## config.mk

```make
export PLATFORM = sky130hd
export DESIGN_NAME = barrier_lane_sequencer_top_flat
export DESIGN_NICKNAME = d
export VERILOG_FILES = /design/src/hw/rtl/bls_pkg.sv /design/src/hw/rtl/bls_if.sv /design/src/hw/rtl/bls_step.sv /design/src/hw/rtl/barrier_lane_sequencer_top.sv /design/src/flat_wrapper.sv
export SDC_FILE = /design/constraint.sdc
export NUM_CORES = 1
export LEC_CHECK = 0
export CAP_MARGIN = 20
export CORE_MARGIN = 5
export CORE_UTILIZATION = 69
export DETAILED_ROUTE_END_ITERATION = 8
export DONT_BUFFER_PORTS = 1
export PLACE_DENSITY = 0.85
export SYNTH_ARGS = -nofsm -noshare
export SYNTH_HDL_FRONTEND = slang
export SYNTH_SLANG_ARGS = --single-unit
```

## constraint.sdc

```tcl
create_clock -name clk -period 6.35 [get_ports clk]
set_clock_uncertainty 0.05 [all_clocks]
set_input_delay 1.27 -clock clk [delete_from_list [all_inputs] [get_ports clk]]
set_output_delay 1.27 -clock clk [all_outputs]
set_load 0.03 [all_outputs]
```

## src/hw/rtl/bls_pkg.sv

```systemverilog
package bls_pkg;

    localparam int TIMER_WIDTH = 16;
    localparam int COUNT_WIDTH = 16;

    localparam int CFG_DATA_WIDTH  = 16;
    localparam int CFG_INDEX_WIDTH = 3;

    localparam logic [15:0] SETTLE_RESET  = 16'd20;
    localparam logic [15:0] TRAVEL_RESET  = 16'd100;
    localparam logic [15:0] HOLD_RESET    = 16'd500;
    localparam logic [15:0] PASS_TO_RESET = 16'd2000;
    localparam logic [15:0] REJECT_RESET  = 16'd200;

    typedef logic [TIMER_WIDTH-1:0] timer_t;
    typedef logic [COUNT_WIDTH-1:0] count_t;
    typedef logic [15:0]            passes_field_t;

    typedef enum logic [CFG_INDEX_WIDTH-1:0] {
        REG_IS_ENTRY     = 3'd0,
        REG_CHANNEL      = 3'd1,
        REG_SETTLE       = 3'd2,
        REG_TRAVEL       = 3'd3,
        REG_HOLD         = 3'd4,
        REG_PASS_TIMEOUT = 3'd5,
        REG_REJECT       = 3'd6
    } reg_index_t;

    typedef enum logic [3:0] {
        PH_IDLE    = 4'd0,
        PH_WAIT    = 4'd1,
        PH_AUTH    = 4'd2,
        PH_REJECT  = 4'd3,
        PH_OPENING = 4'd4,
        PH_OPEN    = 4'd5,
        PH_PASSING = 4'd6,
        PH_CLOSING = 4'd7,
        PH_TIMEOUT = 4'd8
    } phase_t;

    typedef struct packed {
        logic        is_entry_lane;
        logic [3:0]  barrier_channel;
        logic [15:0] settle_ticks;
        logic [15:0] travel_ticks;
        logic [15:0] hold_ticks;
        logic [15:0] pass_limit;
        logic [15:0] reject_dwell;
    } cfg_t;

    typedef struct packed {
        phase_t phase;
        timer_t countdown;
        count_t pass_counter;
        logic   fault_latch;
    } lane_state_t;

    typedef struct packed {
        logic          open_pulse;
        logic          close_pulse;
        logic [3:0]    command_channel;
        logic [3:0]    lane_state;
        passes_field_t passes_done;
        logic          fault;
    } result_t;

    function automatic timer_t load_timer(logic [15:0] ticks);
        return timer_t'(ticks);
    endfunction

endpackage

```

## src/hw/rtl/bls_if.sv

```systemverilog
interface bls_tick_if;
    logic       valid;
    logic       ready;
    logic       loop_present;
    logic [7:0] lot_free_count;

    modport source (output valid, output loop_present, output lot_free_count, input ready);
    modport sink (input valid, input loop_present, input lot_free_count, output ready);
endinterface

interface bls_result_if;
    logic        valid;
    logic        ready;
    logic        open_pulse;
    logic        close_pulse;
    logic [3:0]  command_channel;
    logic [3:0]  lane_state;
    logic [15:0] passes_done;
    logic        fault;

    modport source (output valid, output open_pulse, output close_pulse,
                    output command_channel, output lane_state, output passes_done,
                    output fault, input ready);
    modport sink (input valid, input open_pulse, input close_pulse,
                  input command_channel, input lane_state, input passes_done,
                  input fault, output ready);
endinterface

```

## src/hw/rtl/bls_step.sv

```systemverilog
module bls_step (
    input  bls_pkg::cfg_t        cfg,
    input  bls_pkg::lane_state_t cur,
    input  logic                 loop_present,
    input  logic [7:0]           lot_free_count,
    output bls_pkg::lane_state_t nxt,
    output bls_pkg::result_t     res
);

    bls_pkg::timer_t cd;
    logic            expired;
    logic            lot_full;
    logic            open_p;
    logic            close_p;

    always_comb
    begin
        // shared countdown steps before the sequencer looks at it
        cd       = (cur.countdown != '0) ? cur.countdown - 1'b1 : cur.countdown;
        expired  = (cd == '0);
        lot_full = (lot_free_count == 8'd0);
        open_p   = 1'b0;
        close_p  = 1'b0;

        nxt           = cur;
        nxt.countdown = cd;

        case (cur.phase)
            bls_pkg::PH_IDLE:
            begin
                if (loop_present)
                begin
                    nxt.countdown = bls_pkg::load_timer(cfg.settle_ticks);
                    nxt.phase     = bls_pkg::PH_WAIT;
                end
            end
            bls_pkg::PH_WAIT:
            begin
                if (expired)
                    nxt.phase = bls_pkg::PH_AUTH;
            end
            bls_pkg::PH_AUTH:
            begin
                if (cfg.is_entry_lane && lot_full)
                begin
                    nxt.countdown = bls_pkg::load_timer(cfg.reject_dwell);
                    nxt.phase     = bls_pkg::PH_REJECT;
                end
                else
                begin
                    open_p        = 1'b1;
                    nxt.countdown = bls_pkg::load_timer(cfg.travel_ticks);
                    nxt.phase     = bls_pkg::PH_OPENING;
                end
            end
            bls_pkg::PH_REJECT:
            begin
                if (expired)
                    nxt.phase = bls_pkg::PH_IDLE;
            end
            bls_pkg::PH_OPENING:
            begin
                if (expired)
                begin
                    nxt.countdown = bls_pkg::load_timer(cfg.hold_ticks);
                    nxt.phase     = bls_pkg::PH_OPEN;
                end
            end
            bls_pkg::PH_OPEN:
            begin
                if (loop_present)
                begin
                    nxt.countdown = bls_pkg::load_timer(cfg.pass_limit);
                    nxt.phase     = bls_pkg::PH_PASSING;
                end
                else if (expired)
                begin
                    close_p       = 1'b1;
                    nxt.countdown = bls_pkg::load_timer(cfg.travel_ticks);
                    nxt.phase     = bls_pkg::PH_CLOSING;
                end
            end
            bls_pkg::PH_PASSING:
            begin
                if (!loop_present)
                begin
                    nxt.pass_counter = cur.pass_counter + 1'b1;
                    close_p          = 1'b1;
                    nxt.countdown    = bls_pkg::load_timer(cfg.travel_ticks);
                    nxt.phase        = bls_pkg::PH_CLOSING;
                end
                else if (expired)
                begin
                    close_p         = 1'b1;
                    nxt.fault_latch = 1'b1;
                    nxt.phase       = bls_pkg::PH_TIMEOUT;
                end
            end
            bls_pkg::PH_CLOSING:
            begin
                if (expired)
                    nxt.phase = bls_pkg::PH_IDLE;
            end
            bls_pkg::PH_TIMEOUT:
            begin
                if (!loop_present)
                begin
                    nxt.fault_latch = 1'b0;
                    nxt.phase       = bls_pkg::PH_IDLE;
                end
            end
            default:
            begin
                nxt.phase = bls_pkg::PH_IDLE;
            end
        endcase

        res.open_pulse      = open_p;
        res.close_pulse     = close_p;
        res.command_channel = (open_p || close_p) ? cfg.barrier_channel : 4'd0;
        res.lane_state      = nxt.phase;
        res.passes_done     = bls_pkg::passes_field_t'(nxt.pass_counter);
        res.fault           = nxt.fault_latch;
    end

endmodule

```

## src/hw/rtl/barrier_lane_sequencer_top.sv

```systemverilog
// Barrier lane sequencer. Each accepted tick item advances the lane sequencer by one
// step and yields exactly one result item, registered on the result channel. One tick
// is taken per clock cycle: the whole step is a short decode between the lane state
// registers and the result register, and a new tick is accepted whenever the result
// register is empty or being taken in the same cycle. The user must write configuration
// registers through cfg_wr_en/cfg_index/cfg_data only while the lane is idle; the block
// does not enforce this. Indexes beyond the register list are ignored.
module barrier_lane_sequencer_top (
    input  logic                                 clk,
    input  logic                                 rst_n,
    input  logic                                 cfg_wr_en,
    input  logic [bls_pkg::CFG_INDEX_WIDTH-1:0]  cfg_index,
    input  logic [bls_pkg::CFG_DATA_WIDTH-1:0]   cfg_data,
    bls_tick_if.sink                             tick,
    bls_result_if.source                         result
);

    bls_pkg::cfg_t        cfg_reg;
    bls_pkg::lane_state_t lane_reg;
    bls_pkg::lane_state_t lane_next;
    bls_pkg::result_t     res_reg;
    bls_pkg::result_t     res_next;
    logic                 res_valid_reg;
    logic                 tick_take;

    assign tick.ready = !res_valid_reg || result.ready;
    assign tick_take  = tick.valid && tick.ready;

    bls_step u_step (
        .cfg            (cfg_reg),
        .cur            (lane_reg),
        .loop_present   (tick.loop_present),
        .lot_free_count (tick.lot_free_count),
        .nxt            (lane_next),
        .res            (res_next)
    );

    always_ff @(posedge clk or negedge rst_n)
    begin
        if (!rst_n)
        begin
            cfg_reg.is_entry_lane   <= 1'b0;
            cfg_reg.barrier_channel <= 4'd0;
            cfg_reg.settle_ticks    <= bls_pkg::SETTLE_RESET;
            cfg_reg.travel_ticks    <= bls_pkg::TRAVEL_RESET;
            cfg_reg.hold_ticks      <= bls_pkg::HOLD_RESET;
            cfg_reg.pass_limit      <= bls_pkg::PASS_TO_RESET;
            cfg_reg.reject_dwell    <= bls_pkg::REJECT_RESET;
        end
        else if (cfg_wr_en)
        begin
            case (cfg_index)
                bls_pkg::REG_IS_ENTRY:     cfg_reg.is_entry_lane   <= cfg_data[0];
                bls_pkg::REG_CHANNEL:      cfg_reg.barrier_channel <= cfg_data[3:0];
                bls_pkg::REG_SETTLE:       cfg_reg.settle_ticks    <= cfg_data;
                bls_pkg::REG_TRAVEL:       cfg_reg.travel_ticks    <= cfg_data;
                bls_pkg::REG_HOLD:         cfg_reg.hold_ticks      <= cfg_data;
                bls_pkg::REG_PASS_TIMEOUT: cfg_reg.pass_limit      <= cfg_data;
                bls_pkg::REG_REJECT:       cfg_reg.reject_dwell    <= cfg_data;
                default:                   ;
            endcase
        end
    end

    always_ff @(posedge clk or negedge rst_n)
    begin
        if (!rst_n)
        begin
            lane_reg.phase        <= bls_pkg::PH_IDLE;
            lane_reg.countdown    <= '0;
            lane_reg.pass_counter <= '0;
            lane_reg.fault_latch  <= 1'b0;
            res_valid_reg         <= 1'b0;
        end
        else
        begin
            if (tick_take)
            begin
                lane_reg      <= lane_next;
                res_valid_reg <= 1'b1;
            end
            else if (result.ready)
            begin
                res_valid_reg <= 1'b0;
            end
        end
    end

    // payload only, no reset needed
    always_ff @(posedge clk)
    begin
        if (tick_take)
            res_reg <= res_next;
    end

    assign result.valid           = res_valid_reg;
    assign result.open_pulse      = res_reg.open_pulse;
    assign result.close_pulse     = res_reg.close_pulse;
    assign result.command_channel = res_reg.command_channel;
    assign result.lane_state      = res_reg.lane_state;
    assign result.passes_done     = res_reg.passes_done;
    assign result.fault           = res_reg.fault;

endmodule

```

## src/flat_wrapper.sv

```systemverilog
// flat-port wrapper written by rule: the top's interface ports become plain ports
module barrier_lane_sequencer_top_flat 
  (clk, rst_n, cfg_wr_en, cfg_index, cfg_data, tick_valid, tick_loop_present, tick_lot_free_count, tick_ready, result_valid, result_open_pulse, result_close_pulse, result_command_channel, result_lane_state, result_passes_done, result_fault, result_ready);
  bls_tick_if tick_i ();
  bls_result_if result_i ();
  input  logic clk;
  input  logic rst_n;
  input  logic cfg_wr_en;
  input  logic [bls_pkg::CFG_INDEX_WIDTH-1:0] cfg_index;
  input  logic [bls_pkg::CFG_DATA_WIDTH-1:0] cfg_data;
  input wire logic [$bits(tick_i.valid)-1:0] tick_valid;
  input wire logic [$bits(tick_i.loop_present)-1:0] tick_loop_present;
  input wire logic [$bits(tick_i.lot_free_count)-1:0] tick_lot_free_count;
  output wire logic [$bits(tick_i.ready)-1:0] tick_ready;
  output wire logic [$bits(result_i.valid)-1:0] result_valid;
  output wire logic [$bits(result_i.open_pulse)-1:0] result_open_pulse;
  output wire logic [$bits(result_i.close_pulse)-1:0] result_close_pulse;
  output wire logic [$bits(result_i.command_channel)-1:0] result_command_channel;
  output wire logic [$bits(result_i.lane_state)-1:0] result_lane_state;
  output wire logic [$bits(result_i.passes_done)-1:0] result_passes_done;
  output wire logic [$bits(result_i.fault)-1:0] result_fault;
  input wire logic [$bits(result_i.ready)-1:0] result_ready;
  assign tick_i.valid = tick_valid;
  assign tick_i.loop_present = tick_loop_present;
  assign tick_i.lot_free_count = tick_lot_free_count;
  assign tick_ready = tick_i.ready;
  assign result_valid = result_i.valid;
  assign result_open_pulse = result_i.open_pulse;
  assign result_close_pulse = result_i.close_pulse;
  assign result_command_channel = result_i.command_channel;
  assign result_lane_state = result_i.lane_state;
  assign result_passes_done = result_i.passes_done;
  assign result_fault = result_i.fault;
  assign result_i.ready = result_ready;
  barrier_lane_sequencer_top u_core (.clk(clk), .rst_n(rst_n), .cfg_wr_en(cfg_wr_en), .cfg_index(cfg_index), .cfg_data(cfg_data), .tick(tick_i), .result(result_i));
endmodule
```

## Word level (Yosys, flattened, before mapping)

Cells that the tools add are included.

| storage, ports and cells | value |
|---|---|
| register bits | 150 |
| output and inout port bits | 29 |

| operators by class | value |
|---|---|
| reduce and logical (&&, ||, !) cells | 19 |
| eq/ne operators | 14 |
| muxes and demuxes | 27 |
| add/sub/neg operators | 2 |

Operator list:

| kind | count |
|---|---|
| $mux W20 | 4 |
| $pmux W16 S5 | 1 |
| $mux W16 | 2 |
| $mux W32 | 1 |
| $pmux W4 S8 | 1 |
| $mux W4 | 5 |
| $mux W19 | 1 |
| $add A16 B1 Y16 const B | 1 |
| $eq A4 B3 Y1 const B | 4 |
| $logic_not A16 Y1 | 1 |
| $reduce_bool A16 Y1 | 1 |
| $sub A16 B1 Y16 const B | 1 |
| $reduce_and A2 Y1 | 7 |
| $mux W1 | 10 |
| $eq A3 B3 Y1 const B | 3 |
| $eq A4 B2 Y1 const B | 2 |
| $logic_not A8 Y1 | 1 |
| $eq A3 B2 Y1 const B | 2 |
| $eq A4 B1 Y1 const B | 1 |
| $eq A4 B4 Y1 const B | 1 |
| $logic_not A4 Y1 | 1 |
| $pmux W1 S2 | 2 |
| $eq A3 B1 Y1 const B | 1 |
| $logic_not A3 Y1 | 1 |
| 5 further kinds | 7 |

## Logic depth before layout (Yosys ltp)

Gate-level depths: netlist of the first run.

| logic depth | value |
|---|---|
| depth after elaboration | 7 |
| depth in mapped cells | 14 |
| depth with buffers taken out | 10 |

## By module

From an unflattened synthesis of the first run, not the netlist that was laid out.

| second synthesis, totals | value |
|---|---|
| cells, all modules | 631 |
| area, all modules | 7691.1 um^2 |

Modules (own cells, without submodules):

| module | area each (um^2) | cells an instance | times used |
|---|---|---|---|
| barrier_lane_sequencer_top | 5474.0 | 296 | 1 |
| bls_step | 2217.1 | 335 | 1 |

## Worst setup path after synthesis of the first run

No wires, ideal clock.

| path | value |
|---|---|
| kind | in2reg |
| start | in result_ready |
| end | reg u_core.lane_reg[24] in the netlist's numbering |
| library setup time | 90 ps |
| required time | 6210 ps |
| path buffers | 2 |
| cell stages on the path | 7 |
| setup slack | 2759 ps |
| arrival time | 3451 ps |
| cell sequence | nand2b_1 nand2_1 inv_1 buf_1 clkbuf_1 o21ai_0 o2111ai_1 |

| on the way | value |
|---|---|
| cells in the longest elaborated chain, start to end | 2 |

Ends and longest elaborated chain:

| what | line | text |
|---|---|---|
| from (decl) | flat_wrapper.sv:22 | `input wire logic [$bits(result_i.ready)-1:0] result_ready;` |
| $logic_or A1 B1 Y1 | barrier_lane_sequencer_top.sv:26 | `assign tick.ready = !res_valid_reg \|\| result.ready;` |
| $logic_and A1 B1 Y1 | barrier_lane_sequencer_top.sv:27 | `assign tick_take = tick.valid && tick.ready;` |
| via u_core.tick_take | barrier_lane_sequencer_top.sv:24 | `logic tick_take;` |
| to (signal assigned) | barrier_lane_sequencer_top.sv:79 | `lane_reg <= lane_next;` |
| to (decl) | barrier_lane_sequencer_top.sv:19 | `bls_pkg::lane_state_t lane_reg;` |

The timed path passes the listed nets, and every way through them passes these cells.
A chain may end at the register's enable or synchronous reset.

## Final worst setup path of the first run

| path | value |
|---|---|
| start | reg u_core.lane_reg[17] in the netlist's numbering |
| end | reg u_core.lane_reg[19] in the netlist's numbering |

| on the way | value |
|---|---|
| cells in the longest elaborated chain, start to end | 6 |
| elaborated cells on any way between the ends | 10 |
| classes of those cells | add/sub: 1; mux: 7; reduce/logical: 2 |

Ends and longest elaborated chain:

| what | line | text |
|---|---|---|
| $sub A16 B1 Y16 or $reduce_bool A16 Y1 (tied branches) | bls_step.sv:19 | `cd = (cur.countdown != '0) ? cur.countdown - 1'b1 : cur.countdown;` |
| $mux W16 (*) | bls_step.sv:19 |  |
| $logic_not A16 Y1 | bls_step.sv:20 | `expired = (cd == '0);` |
| $mux W20 | bls_step.sv:76 | `else if (expired)` |
| $mux W20 | bls_step.sv:71 | `if (loop_present)` |
| $pmux W16 S5 (*) | bls_step.sv:28 | `case (cur.phase)` |

Every way passes the cells marked *; elsewhere a longest branch is shown, timed or not.

==> impl_results.md, run 1 <==
* Detailed Place HPWL at between 10000 and 15000 um
* Power per Cell Area at 420 mW/mm^2
* Routability congestion estimate from global placement at approximately 1
* Area enclosed by the die boundary at roughly 0.013 mm^2
* Maximum count of clock buffers along a single path at 2
* Chip width at 115 um
* Multiplexer share of the synthesized area at 13.5%
* Post_cts resized at 0
* Capture point of the worst path: u_core.lane_reg[19]
* Reg clk slew, reported paths at 0.07 ns
* Port Buffer Count at 0
* Worst flop-to-flop path startpoint: u_core.lane_reg[17]
* Part of the Yosys area used for sequential elements at 51.6%
* Antenna Diode Count at 0
* Growth of design area from synthesis to finish at 8.28%
* Post-route DRC at 0
* Adder-Cell Fraction of Synth Area at less than 1%
* Count of buffers added by post-CTS timing repair for setup at 0
* WP data required at 6.69 ns
* Share of the synthesized area in compound gates (AO/OA/AOI/OAI) at 14.4%
* I/O Pins at 62
* R2R Setup Slk at 1.83 ns
* TritonCTS clock tree: yes
* Flip-flop count of the largest register after layout at between 80 and 90
* Clock root buffer: sky130_fd_sc_hd__clkbuf_8
* Final critical-path share of the clock period at 71.2%
* Number of instances in the synthesized netlist at 673
* Core Box Area at around 0.011 mm^2
* Via total after detailed routing at 5636
* RSZ-0062 raised after global routing: false
* Kind of end point of the critical path: register
* Fraction of final layout cells sized beyond drive strength 1 at 23.9%
* Most used standard cell by instance count after synthesis: sky130_fd_sc_hd__dfrtp_1
* Number of different library cells in the post-synthesis netlist at 67
* Number of clock buffers inserted by TritonCTS at 17
* Fraction of synthesized cell area in xor and xnor cells at 3.70%
* Pin count of the biggest net entering global routing at 124
* Number of H-tree branching levels at 4
* Vias per cell at 6.97
* Leading cell types by total area after synthesis: sky130_fd_sc_hd__dfrtp_1 (34%), sky130_fd_sc_hd__mux2_2 (13%), sky130_fd_sc_hd__edfxtp_1 (11%)
* Global-route wire length before repair at 29000 um
* Arrival time at the worst endpoint at 4.87 ns
* Flip-flop and latch count after synthesis at 150
* Routed length per placed instance at ~22 um
* Insertion delay of the later-clocked pin in the worst-skew pair at 0.54 ns
* Crit Path Category: register to register
* Final setup violation count at 0
* Highest-delay cell along the critical path: sky130_fd_sc_hd__or4_1
* Leakage at 3.28 nW
* Yosys top cell by area: sky130_fd_sc_hd__dfrtp_1
* Main combinational cell family by area after synthesis: compound AO/OA/AOI/OAI gates
* Cell repeated most along the worst path: sky130_fd_sc_hd__or4_1
* Floorplan row count at 38
* Total iterations of the first detailed-routing run at 5
* Final wirelength at 18000 um
* Total of hold buffers inserted after clock tree synthesis at 0
* Result of the run: complete, no violations
* Total number of nets in the final design at ~690
* Top cell type's share of synthesized area at 34.0%
* Synthesized net count at 708
* Highest achievable clock rate at 221 MHz
* Max Fanout on Critical Path at 32
* Max-slew violations at 0
* Via count of the first global-routing pass at 5509
* Most instantiated flip-flop cell in the synthesis netlist: sky130_fd_sc_hd__dfrtp_1
* Worst-case vdd ir drop at 0.329 mV
* Reg2reg path depth at 10
* Minimum clock period after layout at between 4 and 5 ns
* Total routing usage reported by global routing at 28.1%
* Number of max-capacitance violations reported at 0
* Transition time at the pin with the least slew margin at 1.09 ns
* Mean area per synthesized cell at 11.3 um^2
* Launching element type of the critical path: register
* Sinks on Clock Net at 150
* Area share of and/or/nand/nor cells after synthesis at 13.3%
* Tightest hold margin at 0.381 ns
* Worst setup path start: u_core.lane_reg[17]
* Antenna violations before repair at 0
* Slowest stage delay, CP at 0.97 ns
* Antenna violation net count after detailed routing at 0
* Initial standard-cell utilization of the core at 70.3%
* Height of the die at roughly 110 um
* Global route total overflow at 0
* Classification of the worst-slack hold path: input port to async pin
* Final-layout setup total negative slack at 0 ns
* Endpoint of the worst register-to-register path: u_core.lane_reg[19]
* Post-synth top cells: sky130_fd_sc_hd__dfrtp_1 (103), sky130_fd_sc_hd__mux2_2 (89), sky130_fd_sc_hd__nand2_1 (53)
* FFs w/ async S/R, synth at 82.0%
* Number of failing hold endpoints at the final stage at 0
* YS warnings at 0
* Post-synth EDFFs at 27
* Remaining max-slew budget at the tightest pin at roughly 27%
* Starting DRC count in detailed routing at 653
* Cell chain of the critical path: inv_1, ha_1, nor3b_1, o2111ai_1, xnor2_1, or3_1, or4_1, a221oi_1, or4_1, o311ai_0
* Post-synthesis instance area at 0.00758 mm^2
## cells in the final DEF, fill, tap and decap left out, types with 3 or more instances in the layout
cell type                   netlist  final
sky130_fd_sc_hd__a31oi_1          5      5
sky130_fd_sc_hd__edfxtp_1        27     27
sky130_fd_sc_hd__nor4_1          12     12
sky130_fd_sc_hd__a32oi_1          7      7
sky130_fd_sc_hd__and2_1           3      3
sky130_fd_sc_hd__inv_1           11     10
sky130_fd_sc_hd__clkbuf_8         0      3
sky130_fd_sc_hd__and3_1           6      6
sky130_fd_sc_hd__a22o_1           3      3
sky130_fd_sc_hd__nand3_1         17     17
sky130_fd_sc_hd__buf_4            0      8
sky130_fd_sc_hd__a221o_1         16     16
sky130_fd_sc_hd__o21a_1           5      5
sky130_fd_sc_hd__o211ai_1         3      3
sky130_fd_sc_hd__clkbuf_16        0     16
sky130_fd_sc_hd__o21ai_0         26     26
sky130_fd_sc_hd__xnor2_1         18     18
sky130_fd_sc_hd__xor2_1          14     14
sky130_fd_sc_hd__a221oi_1        13     13
sky130_fd_sc_hd__nor3_1          11     10
sky130_fd_sc_hd__nor2_1          38     38
sky130_fd_sc_hd__clkinv_4         0      4
sky130_fd_sc_hd__nand4_1          4      4
sky130_fd_sc_hd__nand4b_1         3      3
sky130_fd_sc_hd__nand2b_1        14     14
sky130_fd_sc_hd__or3_1            4      4
sky130_fd_sc_hd__nor2b_1          7      7
sky130_fd_sc_hd__o31ai_1          4      4
sky130_fd_sc_hd__a22oi_1         12     12
sky130_fd_sc_hd__o22ai_1          5      5
sky130_fd_sc_hd__dfstp_2         20     20
sky130_fd_sc_hd__a21oi_1         23     23
sky130_fd_sc_hd__or4_1            9      9
sky130_fd_sc_hd__dfrtp_1        103    103
sky130_fd_sc_hd__nand2_1         53     53
sky130_fd_sc_hd__mux2_2          89     89
sky130_fd_sc_hd__inv_6            0      3
## worst min path at each step
stage               cells past startpoint             endpoint           startpoint
finish                                  0   u_core.cfg_reg[29]                rst_n
global route                            0   u_core.cfg_reg[41]                rst_n
CTS                                     0   u_core.cfg_reg[78]                rst_n
detailed placement                      1  u_core.lane_reg[16]  u_core.lane_reg[16]
global placement                        1  u_core.lane_reg[16]  u_core.lane_reg[16]
floorplan                               1  u_core.lane_reg[16]  u_core.lane_reg[16]
## report_power, final
part	total, mW	internal (mW)	switching (mW)	leakage (nW)
logic	0.991	0.435	0.555	1.28
clock network	0.959	0.546	0.412	0.273
registers	1.50	1.22	0.273	1.72
## final cells by class
cell class,count,area (um^2)
Timing Repair Buffer,8,60.1
Multi-Input combinational cell,468,3460
Fill cell,672,2580
Clock buffer,20,445
Tap cell,140,175
Inverter,11,41.3
Clock inverter,12,118
Sequential cell,150,3910
## through the flow
stage / setup WS, ns / cells / util, % / instance area [um^2] / total power, mW
final: 1.83 / 809 / 76.1 / 8210 / 3.45
after global routing: 1.65 / 809 / 76.1 / 8210 / 3.59
after CTS: 1.95 / 809 / 76.1 / 8210 / 3.42
after detailed placement: 1.99 / 777 / 70.9 / 7650 / 2.45
after global placement: 2.21 / 777 / 70.9 / 7650 / 2.40
after floorplan: 2.76 / 673 / - / 7580 / 2.19
## routing by layer
layer  wire length (um)  GRT usage [%]
met1               7210           37.3
met3               1480           6.53
met4                510           10.1
met2               8810           45.9
met5                  0              0
## worst max-delay path: cells and delay by family (launching register included)
family	cells	cell delay [ns]
compound gates	3	0.99
xor+xnor	1	0.21
fa+ha+maj	1	0.25
buf+inv	1	0.14
flops	1	0.46
simple gates	4	2.28
## cell families (layout without fill, tap and decap cells)
| kind of cell | count (synthesis) | count (layout) |
|---|---|---|
| buffers and inverters | 55 | 51 |
| AND/OR/NAND/NOR | 194 | 194 |
| XOR/XNOR | 32 | 32 |
| flip-flops | 150 | 150 |
| adder cells (fa/ha/maj) | 2 | 2 |
| multiplexers | 91 | 91 |
| AO/OA/AOI/OAI | 149 | 149 |
Note: power is estimated with default switching activity, not from simulation.
==> run 2, diff against run 1 <==
- CORE_UTILIZATION: 69 -> 58
- PLACE_DENSITY: 0.85 -> 0.76
- clock period: 6.35 -> 3.9 ns (I/O delays scaled with it)
==> run 2 against run 1 <==
Setup slack got worse by 1.5 ns. Critical path depth rose by 1. Fmax rose by 26%.
==> impl_results.md, run 2 (synthesis gave the netlist of run 1 again) <==
* Power per Cell Area at 687 mW/mm^2 (+64%)
* Global-route wire length before repair at 30300 um (+4.4%)
* Total routing usage reported by global routing at 24.6% (-3.5 points)
* Leakage at 3.41 nW (+3.9%)
* Post_cts resized at 0 (unchanged)
* Cells after DPL at 825 (+6.2%)
* Final setup violation count at 0 (unchanged)
* Final Total Pwr at 5.81 mW (+69%)
* Via total after detailed routing at 5556 (-1.4%)
* Highest-delay cell along the critical path: sky130_fd_sc_hd__or3b_2
* Floorplan row count at 41 (+7.9%)
* Growth of design area from synthesis to finish at 11.6%
* Area enclosed by the die boundary at 0.0155 mm^2 (+17%)
* Instance area at placement at 0.00781 mm^2 (+2.1%)
* Combinational power share at 28.9% (about the same)
* Reg clk slew, reported paths at 0.06 ns (about the same)
* Final wirelength at 18500 um (+2.7%)
* Maximum count of clock buffers along a single path at 2 (unchanged)
* Net Sw Frac at 34.4% (-1.6 points)
* Number of max-capacitance violations reported at 0 (unchanged)
* Detailed Place HPWL at 12300 um (+4.7%)
* Classification of the worst-slack hold path: input port to async pin
* WP data required at 4.14 ns (-2.55 ns)
* Clock root buffer: sky130_fd_sc_hd__clkbuf_16
* Most frequent standard cell in the layout excluding fill and tap cells: sky130_fd_sc_hd__dfrtp_1
* Launching element type of the critical path: register
* Core Box Area at 0.0127 mm^2 (+18%)
* Routed length per placed instance at 21.6 um (-3.1%)
* Height of the die at 124 um (+8.3%)
* Final-layout setup total negative slack at 0 ns (unchanged)
* Summed area of non-filler cells in the final layout at 0.00846 mm^2 (+3.1%)
* Remaining max-slew budget at the tightest pin at 37.2% (+9.9 points)
* Number of H-tree branching levels at 4 (unchanged)
* Arrival time at the worst endpoint at 3.84 ns (-1.03 ns)
* Worst-case vdd ir drop at 0.530 mV (+61%)
* Post-route non-filler standard cell count at 858 (+6.1%)
* Port Buffer Count at 0 (unchanged)
* Kind of end point of the critical path: register
* Antenna violation net count after detailed routing at 0 (unchanged)
* Reg power frac at 41.6% (-1.8 points)
* Cell repeated most along the worst path: sky130_fd_sc_hd__or4_1
* Slowest stage delay, CP at 0.55 ns (-0.42 ns)
* Routability congestion estimate from global placement at 0.970 (-0.46%)
* TritonCTS clock tree: yes
* Antenna Diode Count at 0 (unchanged)
* Antenna violations before repair at 0 (unchanged)
* Global route total overflow at 0 (unchanged)
* Internal power of the cells at 3.81 mW (+73%)
* Setup WS post-layout at 0.306 ns (-1.52 ns)
* RSZ-0062 raised after global routing: false
* Fraction of final layout cells sized beyond drive strength 1 at 25.7% (+1.7 points)
* Total iterations of the first detailed-routing run at 5 (unchanged)
* Post-route DRC at 0 (unchanged)
* Vias per cell at 6.48 (-7.0%)
* Buffering stage count on the worst path with inverters included at 2 (+1)
* Crit Path Category: register to register
* Transition time at the pin with the least slew margin at 0.938 ns (-0.151 ns)
* Insertion delay of the later-clocked pin in the worst-skew pair at 0.44 ns (-0.10 ns)
* Final critical-path share of the clock period at 92.2% (+21 points)
* Post-Place Worst Slack at 0.359 ns (-1.63 ns)
* Pin count of the biggest net entering global routing at 104 (-16%)
* Category of cells accounting for the largest share of critical-path delay: simple AND/OR/NAND/NOR gates
* Number of filler instances in the final layout at 985 (+47%)
* Starting DRC count in detailed routing at 619 (-5.2%)
* Via count of the first global-routing pass at 5671 (+2.9%)
* Sinks on Clock Net at 150 (unchanged)
* Max Fanout on Critical Path at 13 (-59%)
* Minimum clock period after layout at 3.59 ns (-0.930 ns)
* Result of the run: complete, no violations
* Total number of nets in the final design at 708 (+2.5%)
* Flip-flop count of the largest register after layout at 85 (unchanged)
* Final core area utilization at 66.5% (-9.5 points)
* Max-slew violations at 0 (unchanged)
* Chip width at 124 um (+8.3%)
* Power dissipated by switching net loads at 2.00 mW (+61%)
* Tightest hold margin at 0.126 ns (-0.254 ns)
* Clk network pwr share at 29.5% (+1.7 points)
* Highest achievable clock rate at 278 MHz (+26%)
* Count of buffers added by post-CTS timing repair for setup at 0 (unchanged)
* Most frequent cells in the layout: sky130_fd_sc_hd__dfrtp_1 (103), sky130_fd_sc_hd__mux2_2 (89), sky130_fd_sc_hd__nand2_1 (53)
* Initial standard-cell utilization of the core at 59.6% (-11 points)
* Number of failing hold endpoints at the final stage at 0 (unchanged)
* I/O Pins at 62 (unchanged)
* Cell chain of the critical path: inv_1, ha_1, or3b_2, o31ai_1, a32oi_1, or3_1, or4_1, buf_4, a221oi_1, or4_1, o311ai_0
* Number of clock buffers inserted by TritonCTS at 17 (unchanged)
-- run 2: changes by cell type in the layout (fill, tap and decap cells not counted) --
cell                         before  now
sky130_fd_sc_hd__clkinvlp_4       2    0
sky130_fd_sc_hd__clkbuf_1         1    2
sky130_fd_sc_hd__buf_16           0    1
sky130_fd_sc_hd__inv_4            1    2
sky130_fd_sc_hd__bufinv_16        1    2
sky130_fd_sc_hd__clkbuf_16       16   19
sky130_fd_sc_hd__buf_4            8   24
sky130_fd_sc_hd__inv_6            3    2
sky130_fd_sc_hd__clkinv_4         4    1
-- run 2: area by class of cell --
cell class | count | area (um^2) | share of cell area [%]
Clock buffer | 24 | 524 | 6.19
Clock inverter | 8 | 104 | 1.23
Inverter | 11 | 41.3 | 0.488
Multi-Input combinational cell | 468 | 3460 | 40.8
Sequential cell | 150 | 3910 | 46.2
Tap cell | 172 | 215 | 2.54
Timing Repair Buffer | 25 | 208 | 2.45
-- run 2: path summary, 6_finish.rpt --
kind / depth (start not counted) / startpoint / slack (ns) / end
min in group clk: 1 / tick_valid / 0.40 / u_core.result.valid
setup / recovery: 11 / u_core.lane_reg[17] / 0.31 / u_core.lane_reg[19]
max in group asynchronous: 1 / rst_n / 3.16 / u_core.lane_reg[4]
hold / removal: 0 / rst_n / 0.13 / u_core.cfg_reg[34]
hold reg to reg: 1 / u_core.lane_reg[16] / 0.44 / u_core.lane_reg[16]
setup reg to reg: 11 / u_core.lane_reg[17] / 0.31 / u_core.lane_reg[19]
-- run 2: worst reg2reg max path, cell delays in order, from the launching register on --
cell	delay, ns
sky130_fd_sc_hd__dfrtp_1	0.45
sky130_fd_sc_hd__inv_1	0.12
sky130_fd_sc_hd__ha_1	0.24
sky130_fd_sc_hd__or3b_2	0.55
sky130_fd_sc_hd__o31ai_1	0.24
sky130_fd_sc_hd__a32oi_1	0.13
sky130_fd_sc_hd__or3_1	0.30
sky130_fd_sc_hd__or4_1	0.53
sky130_fd_sc_hd__buf_4	0.22
sky130_fd_sc_hd__a221oi_1	0.35
sky130_fd_sc_hd__or4_1	0.16
sky130_fd_sc_hd__o311ai_0	0.11
-- run 2: repair_timing --
item / in CTS / in global routing
endpoints found under the hold margin: 103 / 0
setup endpoints to repair: 0 / 0
hold buffers: 1 / 0
-- run 2: power by group through the flow --
stage,Clock [mW],Sequential (mW),Combinational [mW]
final,1.72,2.42,1.68
after global placement,0,2.40,1.59
after global routing,1.82,2.46,1.85
after floorplan,0,2.25,1.31
after CTS,1.73,2.40,1.66
after detailed placement,0,2.43,1.62
-- run 2: metal layers --
| layer | GRT usage (%) | up-vias | wire (um) |
|---|---|---|---|
| met4 | 10.3 | 0 | 509 |
| li1 | - | 2534 | - |
| met5 | 0 | - | 0 |
| met1 | 31.4 | 2762 | 7740 |
| met2 | 39.7 | 217 | 9020 |
| met3 | 6.78 | 43 | 1240 |
